File: src/design/assert_macros.svh
// Assertion macros used by the design files.
// No dependencies.
`ifndef ASSERT_MACROS_SVH
`define ASSERT_MACROS_SVH

// same-cycle implication
`define ASSERT_IMPLY(lbl, clk, rst, ante, cons) \
   lbl: assert property (@(posedge clk) disable iff (rst) (ante) |-> (cons)) \
      else $error("assertion failed: same-cycle implication");

// next-cycle implication
`define ASSERT_NEXT(lbl, clk, rst, ante, cons) \
   lbl: assert property (@(posedge clk) disable iff (rst) (ante) |=> (cons)) \
      else $error("assertion failed: next-cycle implication");

`endif

File: src/design/sdspi_pkg.sv
// Package for the SD card SPI-mode host: request codes, status codes, command
// numbers, frame constants and the command frame byte function. No dependencies.
package sdspi_pkg;

   localparam int unsigned BLOCK_BYTES     = 512;
   localparam int unsigned MAX_POLLS_DEF   = 8;
   localparam int unsigned CNT_W           = 10;
   localparam int unsigned IDX_W           = 9;

   localparam logic [1:0] REQ_INIT = 2'd0;
   localparam logic [1:0] REQ_READ = 2'd1;
   localparam logic [1:0] REQ_BYTE = 2'd2;

   localparam logic [2:0] ST_OK         = 3'd0;
   localparam logic [2:0] ST_NO_REPLY   = 3'd1;
   localparam logic [2:0] ST_IDLE_ERR   = 3'd2;
   localparam logic [2:0] ST_READY_FAIL = 3'd3;
   localparam logic [2:0] ST_READ_ERR   = 3'd4;

   localparam logic [5:0] CMD_GO_IDLE = 6'd0;
   localparam logic [5:0] CMD_SEND_OP = 6'd1;
   localparam logic [5:0] CMD_READ    = 6'd17;

   localparam logic [1:0] CSR_IDLE_RETRIES  = 2'd0;
   localparam logic [1:0] CSR_READY_RETRIES = 2'd1;
   localparam logic [1:0] CSR_TOKEN_TIMEOUT = 2'd2;

   localparam logic [7:0] BYTE_FILL   = 8'hFF;
   localparam logic [7:0] BYTE_START  = 8'h40;
   localparam logic [7:0] BYTE_CRC0   = 8'h95;
   localparam logic [7:0] BYTE_TOKEN  = 8'hFE;
   localparam logic [7:0] R1_IDLE     = 8'h01;
   localparam logic [7:0] R1_READY    = 8'h00;

   localparam logic [15:0] IDLE_RETRIES_RST  = 16'd100;
   localparam logic [15:0] READY_RETRIES_RST = 16'd32000;
   localparam logic [15:0] TOKEN_TIMEOUT_RST = 16'hFFFF;

   localparam logic [2:0] FRAME_LAST = 3'd7;

   function automatic logic [7:0] frame_byte(input logic [2:0] pos, input logic [5:0] cmd,
                                             input logic [31:0] arg);
      logic [7:0] b;
      case (pos)
         3'd1:    b = BYTE_START | {2'b00, cmd};
         3'd2:    b = arg[31:24];
         3'd3:    b = arg[23:16];
         3'd4:    b = arg[15:8];
         3'd5:    b = arg[7:0];
         3'd6:    b = BYTE_CRC0;
         default: b = BYTE_FILL;
      endcase
      return b;
   endfunction

endpackage

File: src/design/sd_spi_init_and_block_read_core.sv
// SD card SPI-mode host sequencer: init (CMD0/CMD1) and single-block read (CMD17).
// Depends on sdspi_pkg and assert_macros.svh.
//
// Usage:
//  - req channel: one request per SPI byte decision. tuser holds the request
//    kind (init, sector read, received byte); tdata holds sector address,
//    read length and the byte the card returned in the last exchange.
//  - rsp channel: exactly one response per request. It names the next byte to
//    shift out, chip select, an optional delivered sector byte with its index,
//    a done flag with status, and the card byte seen on this request.
//  - csr port: write enable, register index and 16-bit data; retry and timeout
//    registers are loaded when the next operation starts using them.
//  - The response is registered as the request is taken.
//  - Throughput: one request per cycle while each response is taken; the whole
//    decision is one pass through the state update logic between the sequencer
//    registers and the response register.
//  - Reset returns the sequencer to idle with no response pending and the csr
//    registers at their defaults; the response data register is not reset.
//  - When rsp_tready is low the response register holds and req_tready drops
//    until the pending response is taken.
`include "assert_macros.svh"

module sd_spi_init_and_block_read_core #(
   parameter int unsigned MAX_POLLS = sdspi_pkg::MAX_POLLS_DEF
) (
   input  logic        clock,
   input  logic        reset,
   input  logic        req_tvalid,
   output logic        req_tready,
   // [22:0] sector_address, [32:23] read_length, [40:33] rx_byte, [47:41] zero
   input  logic [47:0] req_tdata,
   // [1:0] req_type
   input  logic [1:0]  req_tuser,
   output logic        rsp_tvalid,
   input  logic        rsp_tready,
   // [0] tx_valid, [8:1] tx_byte, [9] chip_select, [10] data_valid,
   // [18:11] data_byte, [27:19] data_index, [28] done_res, [31:29] status,
   // [39:32] card_reply
   output logic [39:0] rsp_tdata,
   input  logic        csr_wr_en,
   input  logic [1:0]  csr_index,
   input  logic [15:0] csr_wdata
);

   localparam int unsigned POLL_W = (MAX_POLLS > 1) ? $clog2(MAX_POLLS) : 1;
   localparam logic [POLL_W-1:0] POLL_LAST = POLL_W'(MAX_POLLS - 1);
   localparam logic [sdspi_pkg::CNT_W-1:0] BLOCK_CNT =
      sdspi_pkg::CNT_W'(sdspi_pkg::BLOCK_BYTES);

   typedef enum logic [2:0] {
      PH_IDLE, PH_FRAME, PH_REPLY, PH_TOKEN, PH_DATA, PH_CRC, PH_BUSY
   } phase_type;

   phase_type                     phase_ff, phase_in;
   logic [2:0]                    frame_pos_ff, frame_pos_in;
   logic [POLL_W-1:0]             poll_ff, poll_in;
   logic [15:0]                   retry_ff, retry_in;
   logic [15:0]                   timeout_ff, timeout_in;
   logic [sdspi_pkg::CNT_W-1:0]   byte_cnt_ff, byte_cnt_in;
   logic [31:0]                   arg_ff, arg_in;
   logic [5:0]                    cmd_ff, cmd_in;
   logic [sdspi_pkg::CNT_W-1:0]   keep_ff, keep_in;
   logic [7:0]                    first_reply_ff, first_reply_in;
   logic [15:0]                   idle_retries_ff, ready_retries_ff, token_timeout_ff;
   logic                          rsp_valid_ff;
   logic [39:0]                   rsp_data_ff, rsp_data_in;

   logic [22:0]                   sector;
   logic [sdspi_pkg::CNT_W-1:0]   read_len;
   logic [7:0]                    rx;
   logic                          accept;
   logic                          send, fin, dv;
   logic [7:0]                    tx, db, reply;
   logic [sdspi_pkg::IDX_W-1:0]   di;
   logic [2:0]                    st;
   logic [sdspi_pkg::CNT_W-1:0]   byte_cnt_inc;

   assign sector       = req_tdata[22:0];
   assign read_len     = req_tdata[32:23];
   assign rx           = req_tdata[40:33];
   assign req_tready   = !rsp_valid_ff || rsp_tready;
   assign accept       = req_tvalid && req_tready;
   assign rsp_tvalid   = rsp_valid_ff;
   assign rsp_tdata    = rsp_data_ff;
   assign byte_cnt_inc = byte_cnt_ff + sdspi_pkg::CNT_W'(1);

   always_comb begin
      phase_in       = phase_ff;
      frame_pos_in   = frame_pos_ff;
      poll_in        = poll_ff;
      retry_in       = retry_ff;
      timeout_in     = timeout_ff;
      byte_cnt_in    = byte_cnt_ff;
      arg_in         = arg_ff;
      cmd_in         = cmd_ff;
      keep_in        = keep_ff;
      first_reply_in = first_reply_ff;
      send           = 1'b0;
      tx             = sdspi_pkg::BYTE_FILL;
      fin            = 1'b0;
      st             = sdspi_pkg::ST_OK;
      dv             = 1'b0;
      db             = 8'd0;
      di             = '0;
      reply          = 8'd0;
      case (req_tuser)
         sdspi_pkg::REQ_INIT: begin
            retry_in     = idle_retries_ff;
            cmd_in       = sdspi_pkg::CMD_GO_IDLE;
            arg_in       = 32'd0;
            frame_pos_in = 3'd0;
            phase_in     = PH_FRAME;
            send         = 1'b1;
         end
         sdspi_pkg::REQ_READ: begin
            keep_in      = read_len;
            cmd_in       = sdspi_pkg::CMD_READ;
            arg_in       = {sector, 9'd0};
            frame_pos_in = 3'd0;
            phase_in     = PH_FRAME;
            send         = 1'b1;
         end
         sdspi_pkg::REQ_BYTE: begin
            reply = rx;
            case (phase_ff)
               PH_FRAME: begin
                  if (frame_pos_ff < sdspi_pkg::FRAME_LAST) begin
                     frame_pos_in = frame_pos_ff + 3'd1;
                     tx = sdspi_pkg::frame_byte(frame_pos_ff + 3'd1, cmd_ff, arg_ff);
                  end else begin
                     phase_in = PH_REPLY;
                     poll_in  = '0;
                  end
                  send = 1'b1;
               end
               PH_REPLY: begin
                  if (rx == sdspi_pkg::BYTE_FILL && poll_ff < POLL_LAST) begin
                     poll_in = poll_ff + POLL_W'(1);
                     send    = 1'b1;
                  end else if (cmd_ff == sdspi_pkg::CMD_GO_IDLE) begin
                     if (rx == sdspi_pkg::R1_IDLE) begin
                        retry_in     = ready_retries_ff;
                        cmd_in       = sdspi_pkg::CMD_SEND_OP;
                        arg_in       = 32'd0;
                        frame_pos_in = 3'd0;
                        phase_in     = PH_FRAME;
                        send         = 1'b1;
                     end else if (retry_ff != 16'd0) begin
                        retry_in     = retry_ff - 16'd1;
                        cmd_in       = sdspi_pkg::CMD_GO_IDLE;
                        arg_in       = 32'd0;
                        frame_pos_in = 3'd0;
                        phase_in     = PH_FRAME;
                        send         = 1'b1;
                     end else begin
                        fin = 1'b1;
                        st  = (rx == sdspi_pkg::BYTE_FILL) ? sdspi_pkg::ST_NO_REPLY
                                                           : sdspi_pkg::ST_IDLE_ERR;
                     end
                  end else if (cmd_ff == sdspi_pkg::CMD_SEND_OP) begin
                     if (rx == sdspi_pkg::R1_READY) begin
                        fin = 1'b1;
                     end else if (rx == sdspi_pkg::R1_IDLE && retry_ff != 16'd0) begin
                        retry_in     = retry_ff - 16'd1;
                        cmd_in       = sdspi_pkg::CMD_SEND_OP;
                        arg_in       = 32'd0;
                        frame_pos_in = 3'd0;
                        phase_in     = PH_FRAME;
                        send         = 1'b1;
                     end else begin
                        fin = 1'b1;
                        st  = sdspi_pkg::ST_READY_FAIL;
                     end
                  end else begin
                     first_reply_in = rx;
                     phase_in       = PH_TOKEN;
                     poll_in        = '0;
                     timeout_in     = token_timeout_ff;
                     send           = 1'b1;
                  end
               end
               PH_TOKEN: begin
                  if (rx == sdspi_pkg::BYTE_FILL) begin
                     if (poll_ff < POLL_LAST) begin
                        poll_in = poll_ff + POLL_W'(1);
                        send    = 1'b1;
                     end else if (timeout_ff != 16'd0) begin
                        timeout_in = timeout_ff - 16'd1;
                        poll_in    = '0;
                        send       = 1'b1;
                     end else begin
                        fin = 1'b1;
                        st  = sdspi_pkg::ST_READ_ERR;
                     end
                  end else if (first_reply_ff != sdspi_pkg::R1_READY ||
                               rx != sdspi_pkg::BYTE_TOKEN) begin
                     fin = 1'b1;
                     st  = sdspi_pkg::ST_READ_ERR;
                  end else begin
                     phase_in    = PH_DATA;
                     byte_cnt_in = '0;
                     send        = 1'b1;
                  end
               end
               PH_DATA: begin
                  if (byte_cnt_ff < keep_ff) begin
                     dv = 1'b1;
                     db = rx;
                     di = byte_cnt_ff[sdspi_pkg::IDX_W-1:0];
                  end
                  byte_cnt_in = byte_cnt_inc;
                  if (byte_cnt_inc >= BLOCK_CNT) begin
                     phase_in = PH_CRC;
                  end
                  send = 1'b1;
               end
               PH_CRC: begin
                  phase_in = PH_BUSY;
                  send     = 1'b1;
               end
               PH_BUSY: begin
                  if (rx == sdspi_pkg::BYTE_FILL) begin
                     fin = 1'b1;
                  end else begin
                     send = 1'b1;
                  end
               end
               default: begin
               end
            endcase
         end
         default: begin
         end
      endcase
      if (fin) begin
         phase_in = PH_IDLE;
         send     = 1'b0;
      end
      rsp_data_in = {reply, st, fin, di, db, dv, (phase_in != PH_IDLE),
                     (send ? tx : 8'd0), send};
   end

   always_ff @(posedge clock) begin
      if (reset) begin
         phase_ff         <= PH_IDLE;
         frame_pos_ff     <= 3'd0;
         poll_ff          <= '0;
         retry_ff         <= 16'd0;
         timeout_ff       <= 16'd0;
         byte_cnt_ff      <= '0;
         arg_ff           <= 32'd0;
         cmd_ff           <= 6'd0;
         keep_ff          <= '0;
         first_reply_ff   <= sdspi_pkg::BYTE_FILL;
         idle_retries_ff  <= sdspi_pkg::IDLE_RETRIES_RST;
         ready_retries_ff <= sdspi_pkg::READY_RETRIES_RST;
         token_timeout_ff <= sdspi_pkg::TOKEN_TIMEOUT_RST;
         rsp_valid_ff     <= 1'b0;
      end else begin
         if (csr_wr_en) begin
            case (csr_index)
               sdspi_pkg::CSR_IDLE_RETRIES:  idle_retries_ff  <= csr_wdata;
               sdspi_pkg::CSR_READY_RETRIES: ready_retries_ff <= csr_wdata;
               sdspi_pkg::CSR_TOKEN_TIMEOUT: token_timeout_ff <= csr_wdata;
               default: begin
               end
            endcase
         end
         if (accept) begin
            phase_ff       <= phase_in;
            frame_pos_ff   <= frame_pos_in;
            poll_ff        <= poll_in;
            retry_ff       <= retry_in;
            timeout_ff     <= timeout_in;
            byte_cnt_ff    <= byte_cnt_in;
            arg_ff         <= arg_in;
            cmd_ff         <= cmd_in;
            keep_ff        <= keep_in;
            first_reply_ff <= first_reply_in;
            rsp_valid_ff   <= 1'b1;
         end else if (rsp_tready) begin
            rsp_valid_ff   <= 1'b0;
         end
      end
   end

   always_ff @(posedge clock) begin
      if (accept) begin
         rsp_data_ff <= rsp_data_in;
      end
   end

   `ASSERT_NEXT(a_req_gives_rsp, clock, reset, accept, rsp_tvalid)
   `ASSERT_IMPLY(a_done_deselects, clock, reset, rsp_tvalid && rsp_tdata[28],
                 !rsp_tdata[0] && !rsp_tdata[9])
   `ASSERT_IMPLY(a_data_in_block, clock, reset, phase_ff == PH_DATA,
                 byte_cnt_ff < BLOCK_CNT)

endmodule
File: config.mk
export PLATFORM = sky130hd
export DESIGN_NAME = sd_spi_init_and_block_read_core
export DESIGN_NICKNAME = d
export VERILOG_FILES = /design/src/design/sdspi_pkg.sv /design/src/design/sd_spi_init_and_block_read_core.sv
export VERILOG_INCLUDE_DIRS = /design/src /design/src/design
export SDC_FILE = /design/constraint.sdc
export NUM_CORES = 1
export LEC_CHECK = 0
export ABC_AREA = 1
export BUFFER_PORTS_ARGS = -buffer_cell sky130_fd_sc_hd__clkbuf_2
export CORE_ASPECT_RATIO = 1.4
export CORE_MARGIN = 4
export CORE_UTILIZATION = 59
export DETAILED_ROUTE_END_ITERATION = 10
export PLACE_DENSITY = 0.89
export SLEW_MARGIN = 30
export SYNTH_ARGS = -nofsm -noshare
export SYNTH_HDL_FRONTEND = slang
export SYNTH_SLANG_ARGS = --single-unit
File: constraint.sdc
create_clock -name clock -period 2.75 [get_ports clock]
set_input_delay 0.275 -clock clock [delete_from_list [all_inputs] [get_ports clock]]
set_output_delay 0.275 -clock clock [all_outputs]
set_load 0.02 [all_outputs]
---- After elaboration in Yosys (flattened, before gate mapping) ----
Cells that the tools add are included.
word-level totals
  register bits after elaboration ......... 196
  output and inout port bits .............. 42
  input port bits ......................... 73
  word-level logic and storage cells ...... 230
cells by class
  add/sub/neg operators ................... 5
  bitwise logic cells ..................... 3
  multiplexer cells ....................... 118
  eq/ne operators ......................... 45
  reduce and logical (&&, ||, !) cells .... 36
  magnitude comparators ................... 4
operator list
  operator                                                               count
  32-bit 2-to-1 mux                                                      8
  16-bit 2-to-1 mux                                                      14
  3-bit 2-to-1 mux                                                       33
  32-bit one-hot mux with 3 select lines                                 1
  16-bit one-hot mux with 2 select lines                                 2
  6-bit 2-to-1 mux                                                       8
  8-bit one-hot mux with 6 select lines                                  1
  16-bit nonzero test                                                    2
  16-bit by 1-bit subtractor with 16-bit output, second input constant   2
  1-bit 2-to-1 mux                                                       29
  8-bit 2-to-1 mux                                                       3
  3-bit inequality test, second input constant                           8
  3-bit one-hot mux with 2 select lines                                  4
  8-bit AND reduction                                                    3
  10-bit 2-to-1 mux                                                      2
  2-bit inequality test, second input constant                           10
  10-bit one-hot mux with 2 select lines                                 1
  3-bit equality test, second input constant                             6
  6-bit one-hot mux with 3 select lines                                  1
  9-bit AND reduction                                                    2
  4-bit inequality test, second input constant                           4
  3-bit one-hot mux with 5 select lines                                  1
  3-bit by 2-bit equality test with 1-bit output, second input constant  4
  2-bit 2-to-1 mux                                                       6
  35 further kinds                                                       56

---- Depth between registers and ports, before layout ----
  word-level depth ........................ 11
  mapped depth ............................ 17
  mapped depth without buffers ............ 17

---- Least setup slack after synthesis ----
OpenSTA, ideal clock, no wires.
  path kind ............................... flip-flop to flip-flop
  start ................................... reg rsp_valid_ff, in the netlist rsp_tvalid
  end ..................................... reg arg_ff[15]
  path slack .............................. 440 ps
  library setup time ...................... 71 ps
  path buffers ............................ 1
  period minus slack after synthesis ...... 2310 ps
  required time ........................... 2679 ps
  stages on the path, launching flop included .. 11
  data arrival time ....................... 2239 ps
  path through ............................ dfxtp_1 -> nand2_2 -> nand2_2 -> inv_2 -> o21ai_1 -> nor2_4 -> nand3_4 -> nor2_8 -> buf_12 -> nand2_4 -> a21oi_2
between the ends
  word-level cells in the longest chain between the ends .. 4
RTL lines
  element                        RTL line                                source
  start, declared                sd_spi_init_and_block_read_core.sv:65   logic rsp_valid_ff;
  start signal, assigned         sd_spi_init_and_block_read_core.sv:258  rsp_valid_ff <= 1'b0;
  start signal, assigned         sd_spi_init_and_block_read_core.sv:280  rsp_valid_ff <= 1'b1;
  start signal, assigned         sd_spi_init_and_block_read_core.sv:282  rsp_valid_ff <= 1'b0;
  1-bit zero test                sd_spi_init_and_block_read_core.sv:81   assign req_tready = !rsp_valid_ff || rsp_tready;
  1-bit logical OR               sd_spi_init_and_block_read_core.sv:81
  via req_tready                 sd_spi_init_and_block_read_core.sv:29   output logic req_tready,
  1-bit logical AND              sd_spi_init_and_block_read_core.sv:82   assign accept = req_tvalid && req_tready;
  via accept                     sd_spi_init_and_block_read_core.sv:71   logic accept;
  8-bit AND reduction (no line)  --
  end signal, assigned           sd_spi_init_and_block_read_core.sv:276  arg_ff <= arg_in;
  end, declared                  sd_spi_init_and_block_read_core.sv:60   logic [31:0] arg_ff, arg_in;
The timed path passes the listed nets, and every way through them passes these cells.
A chain may end at the register's enable or synchronous reset.

---- Final worst setup path ----
  start ................................... reg timeout_ff[0]
  end ..................................... reg rsp_data_ff[7], in the netlist rsp_tdata[7] (data pin)
between the ends
  word-level cells in the longest chain between the ends .. 7
  elaborated cells between the ends (all ways) .. 12
  those cells by class .................... mux (11); reduce/logical (1)
RTL lines
  element                                RTL line                                source
  start, declared                        sd_spi_init_and_block_read_core.sv:58   logic [15:0] timeout_ff, timeout_in;
  start signal, assigned                 sd_spi_init_and_block_read_core.sv:274  timeout_ff <= timeout_in;
  16-bit nonzero test                    sd_spi_init_and_block_read_core.sv:187  end else if (timeout_ff != 16'd0) begin
  1-bit 2-to-1 mux                       sd_spi_init_and_block_read_core.sv:187
  1-bit 2-to-1 mux                       sd_spi_init_and_block_read_core.sv:184  if (poll_ff < POLL_LAST) begin
  1-bit 2-to-1 mux                       sd_spi_init_and_block_read_core.sv:183  if (rx == sdspi_pkg::BYTE_FILL) begin
  1-bit one-hot mux with 3 select lines  sd_spi_init_and_block_read_core.sv:125  case (phase_ff)
  1-bit 2-to-1 mux                       sd_spi_init_and_block_read_core.sv:106  case (req_tuser)
  via fin                                sd_spi_init_and_block_read_core.sv:72   logic send, fin, dv;
  1-bit 2-to-1 mux                       sd_spi_init_and_block_read_core.sv:235  if (fin) begin
  end signal, assigned                   sd_spi_init_and_block_read_core.sv:289  rsp_data_ff <= rsp_data_in;
  end, declared                          sd_spi_init_and_block_read_core.sv:66   logic [39:0] rsp_data_ff, rsp_data_in;
The timed path passes the listed nets, and every way through them passes these cells.

==> metrics.txt <==
area of the multi-input gates 4588 um^2; CP max stage delay roughly 0.35 ns; Clock Pin Slew Worst Setup and Hold Paths 0.08 ns; Synth Flop Type dfxtp_1; Pwr Total 6313 uW; initial core utilization 0.6037; first-pass GRT wire length slightly below 40000 um; CTS max path bufs 2; vias just under 9k; share of cells above drive strength 1 0.1854; number of gates resized after cts 0; TritonRoute pass-1 iters 5; Setup WS post-layout approximately 0.43 ns; Clock Skews around 0.013 ns; clk root buf clkbuf_16; Synth-to-Final Area Change 13.21%; CP max stage cell dfxtp_1; Power Dens Cells between 500 and 600 nW/um^2; Buf+Inv Stages, Crit Path 2; Static Leak a little under 0.005 uW; Ant. Diodes 0; max-cap violation count 0; H-tree Lvls 4; largest net degree at the start of global routing between 80 and 90; EDFF count, synth 40; Die ar. around 18000 um^2; hold buffer count at CTS 0; Period minus WS final approximately 2.3 ns; Hold Startpoint req_tdata[14]; delay-heaviest family, CP simple AND/OR/NAND/NOR gates; Initial DRC Count approximately 580; Synth warnings 0; DR WL/cell 14.95 um; Cells after Synth around 1.2k; I/O Pins 115; Via density ~5.6; Cell Area, Placed 10090 um^2; VDD IR max 0.4152 mV; reg2reg setup slack between 0.4 and 0.5 ns; post-synth design cell area 9423 um^2; Slew headroom 0.5510; ANT nets after route 0; RD Place Congestion a little over 0.9; final instance area around 11000 um^2; Post-CTS Setup Bufs 0; total wire length 23000 um; GRT Overall Usage 0.2587; Fmax between 400 and 500 MHz; Crit. End Element flip-flop; worst setup path class reg2reg; RSZ-0062 raised after global routing false; Setup crit start kind flip-flop; Storage cell area 4064 um^2; total core area between 15000 and 20000 um^2; initial antenna violation count 0; Die Wd ~110 um; FF+latch count, synth 183; number of remaining DRC errors 0; Final nets around 1.4k; worst flop-to-flop path startpoint timeout_ff[0]$_SDFFE_PP0P_; Tcrit/Tclk final 0.8450; setup TNS 0 ns; half-perimeter wire length after placement approximately 16000 um; clk_lat worst skew roughly 0.44 ns; worst endpoint data arrival time around 2.5 ns; grt ovf 0; CP max FO 9; CP Launch Point timeout_ff[0]$_SDFFE_PP0P_; final setup violating endpoints 0; CTS tree done; Avg Cell Area, Syn 7.593 um^2; syn_nets 1337; Rows 54; Slew @ Worst Pin around 0.67 ns; vias in the first global route approximately 8.4k; Fin Hold WS ~0.073 ns; pre-CTS setup slack about 0.46 ns; Die Span Y around 160 um; status finished, final reports clean; final slew viol count 0; CP cell instances inv_1, ha_1, nand3_1, nor2_1, nand3b_1, nand2_1, nand2_1, nand3_1, nand2_1, inv_2, nor2_1, nand2_2, nor2_1; worst endpoint required time ~2.9 ns; register area share after synthesis 0.4313; Hold WC Path Type in2reg; CTS buffer count 17; Final Hold Fails 0; PortBufs between 100 and 150; Post-synth ARST share 0; Filler Cells Inserted 1241; unique cell type count in the Yosys netlist between 40 and 50; Sink Count ~180
[state kept, by name (all words and copies together) (netlist names)]
name              cells
frame_pos_ff          3
first_reply_ff        8
idle_retries_ff      16
rsp_tdata            40
arg_ff               23
cmd_ff                2
timeout_ff           16
keep_ff              10
phase_ff              3
ready_retries_ff     16
rsp_tvalid            1
byte_cnt_ff          10
token_timeout_ff     16
retry_ff             16
poll_ff               3
[worst paths after layout]
| check | end | cells after the start |
|---|---|---|
| max | rsp_tdata[7]$_SDFFCE_PN0P_ | 13 |
| min | arg_ff[23]$_SDFFE_PP0P_ | 3 |
| max reg2reg | rsp_tdata[7]$_SDFFCE_PN0P_ | 13 |
| min reg2reg | ready_retries_ff[2]$_SDFFE_PP0P_ | 2 |
[cell usage after synthesis (4+ instances only)]
cell      number  share of area
nand4_1        9         0.0060
nor2_4         6         0.0072
inv_2         16         0.0064
a31oi_1        9         0.0060
a21oi_2       20          0.019
ha_1          23          0.031
nand3_1       78          0.041
nand2_1      233          0.093
nand2_2        9         0.0060
a211oi_1       9         0.0072
nor2_1       168          0.067
a21oi_1       90          0.048
clkbuf_1      32          0.013
xnor2_1        4         0.0037
o21ai_0       89          0.047
nor3_1        14         0.0074
dfxtp_1      143           0.30
o21ai_1       10         0.0053
o211ai_1      25          0.020
buf_2         12         0.0064
inv_1        120          0.048
edfxtp_1      40           0.13
xor2_1        13          0.012
nor2_2        10         0.0066
nand2_4       24          0.029
[worst reg2reg max path, delay by kind of cell (launching register included)]
family	cells	cell delay [ns]
AND/OR/NAND/NOR	10	1.36
flip-flops	1	0.35
buffers and inverters	2	0.20
adder cells (fa/ha/maj)	1	0.18
[through the flow]
stage	utilization	std cells
after floorplan	-	1241
after global placement	0.6462	1507
after detailed placement	0.6462	1507
after CTS	0.6835	1539
after global routing	0.6835	1539
final	0.6835	1539
[logic make-up (layout without fill, tap and decap cells)]
group	count (synthesis)	in the layout	synth area share
fa+ha+maj	23	23	0.03054
xor+xnor	17	17	0.01580
simple gates	566	566	0.2803
buf+inv	190	292	0.08180
compound gates	262	262	0.1603
flops	183	183	0.4313
[layout make-up]
cell class              instances  area share
repair buffers                121     0.06240
flip-flops and latches        183      0.3810
multi-input cells             868      0.4301
well taps                     196     0.02299
inverters                     139     0.04903
clock buffers                  18     0.04023
clock inverters                14     0.01431
[power by group]
part,internal [uW],switching (uW),total [uW]
registers,2860,69.2,2930
logic,319,641,961
clock network,1290,1130,2420
total,4470,1840,6310
[routing by layer]
layer  part of all wire  global-route usage  vias up
met5                  0                   0        -
met1               0.40              0.3000     3992
met2               0.50              0.4563      339
li1                   -                   -     4264
met3              0.066             0.05308       72
met4              0.039              0.1169        0
[layout by cell type, fill, tap and decap left out, types with 3 or more instances in the layout]
cell	count
nor2_2	10
inv_8	5
nor3_1	14
clkbuf_2	107
xor2_1	13
a21oi_2	20
inv_2	17
inv_6	3
clkinv_4	4
o211ai_1	25
clkbuf_16	17
buf_4	12
inv_1	119
nor2_1	168
or2_2	3
ha_1	23
nand4_1	9
edfxtp_1	40
xnor2_1	4
a211oi_1	9
nand2_2	9
a21oi_1	90
dfxtp_1	143
o21ai_0	89
nand3_1	78
a311oi_1	3
o21ai_1	10
nand2_4	24
nand2_1	233
nor2_4	6
a31oi_1	9
Note: power is estimated with default switching activity, not from simulation.
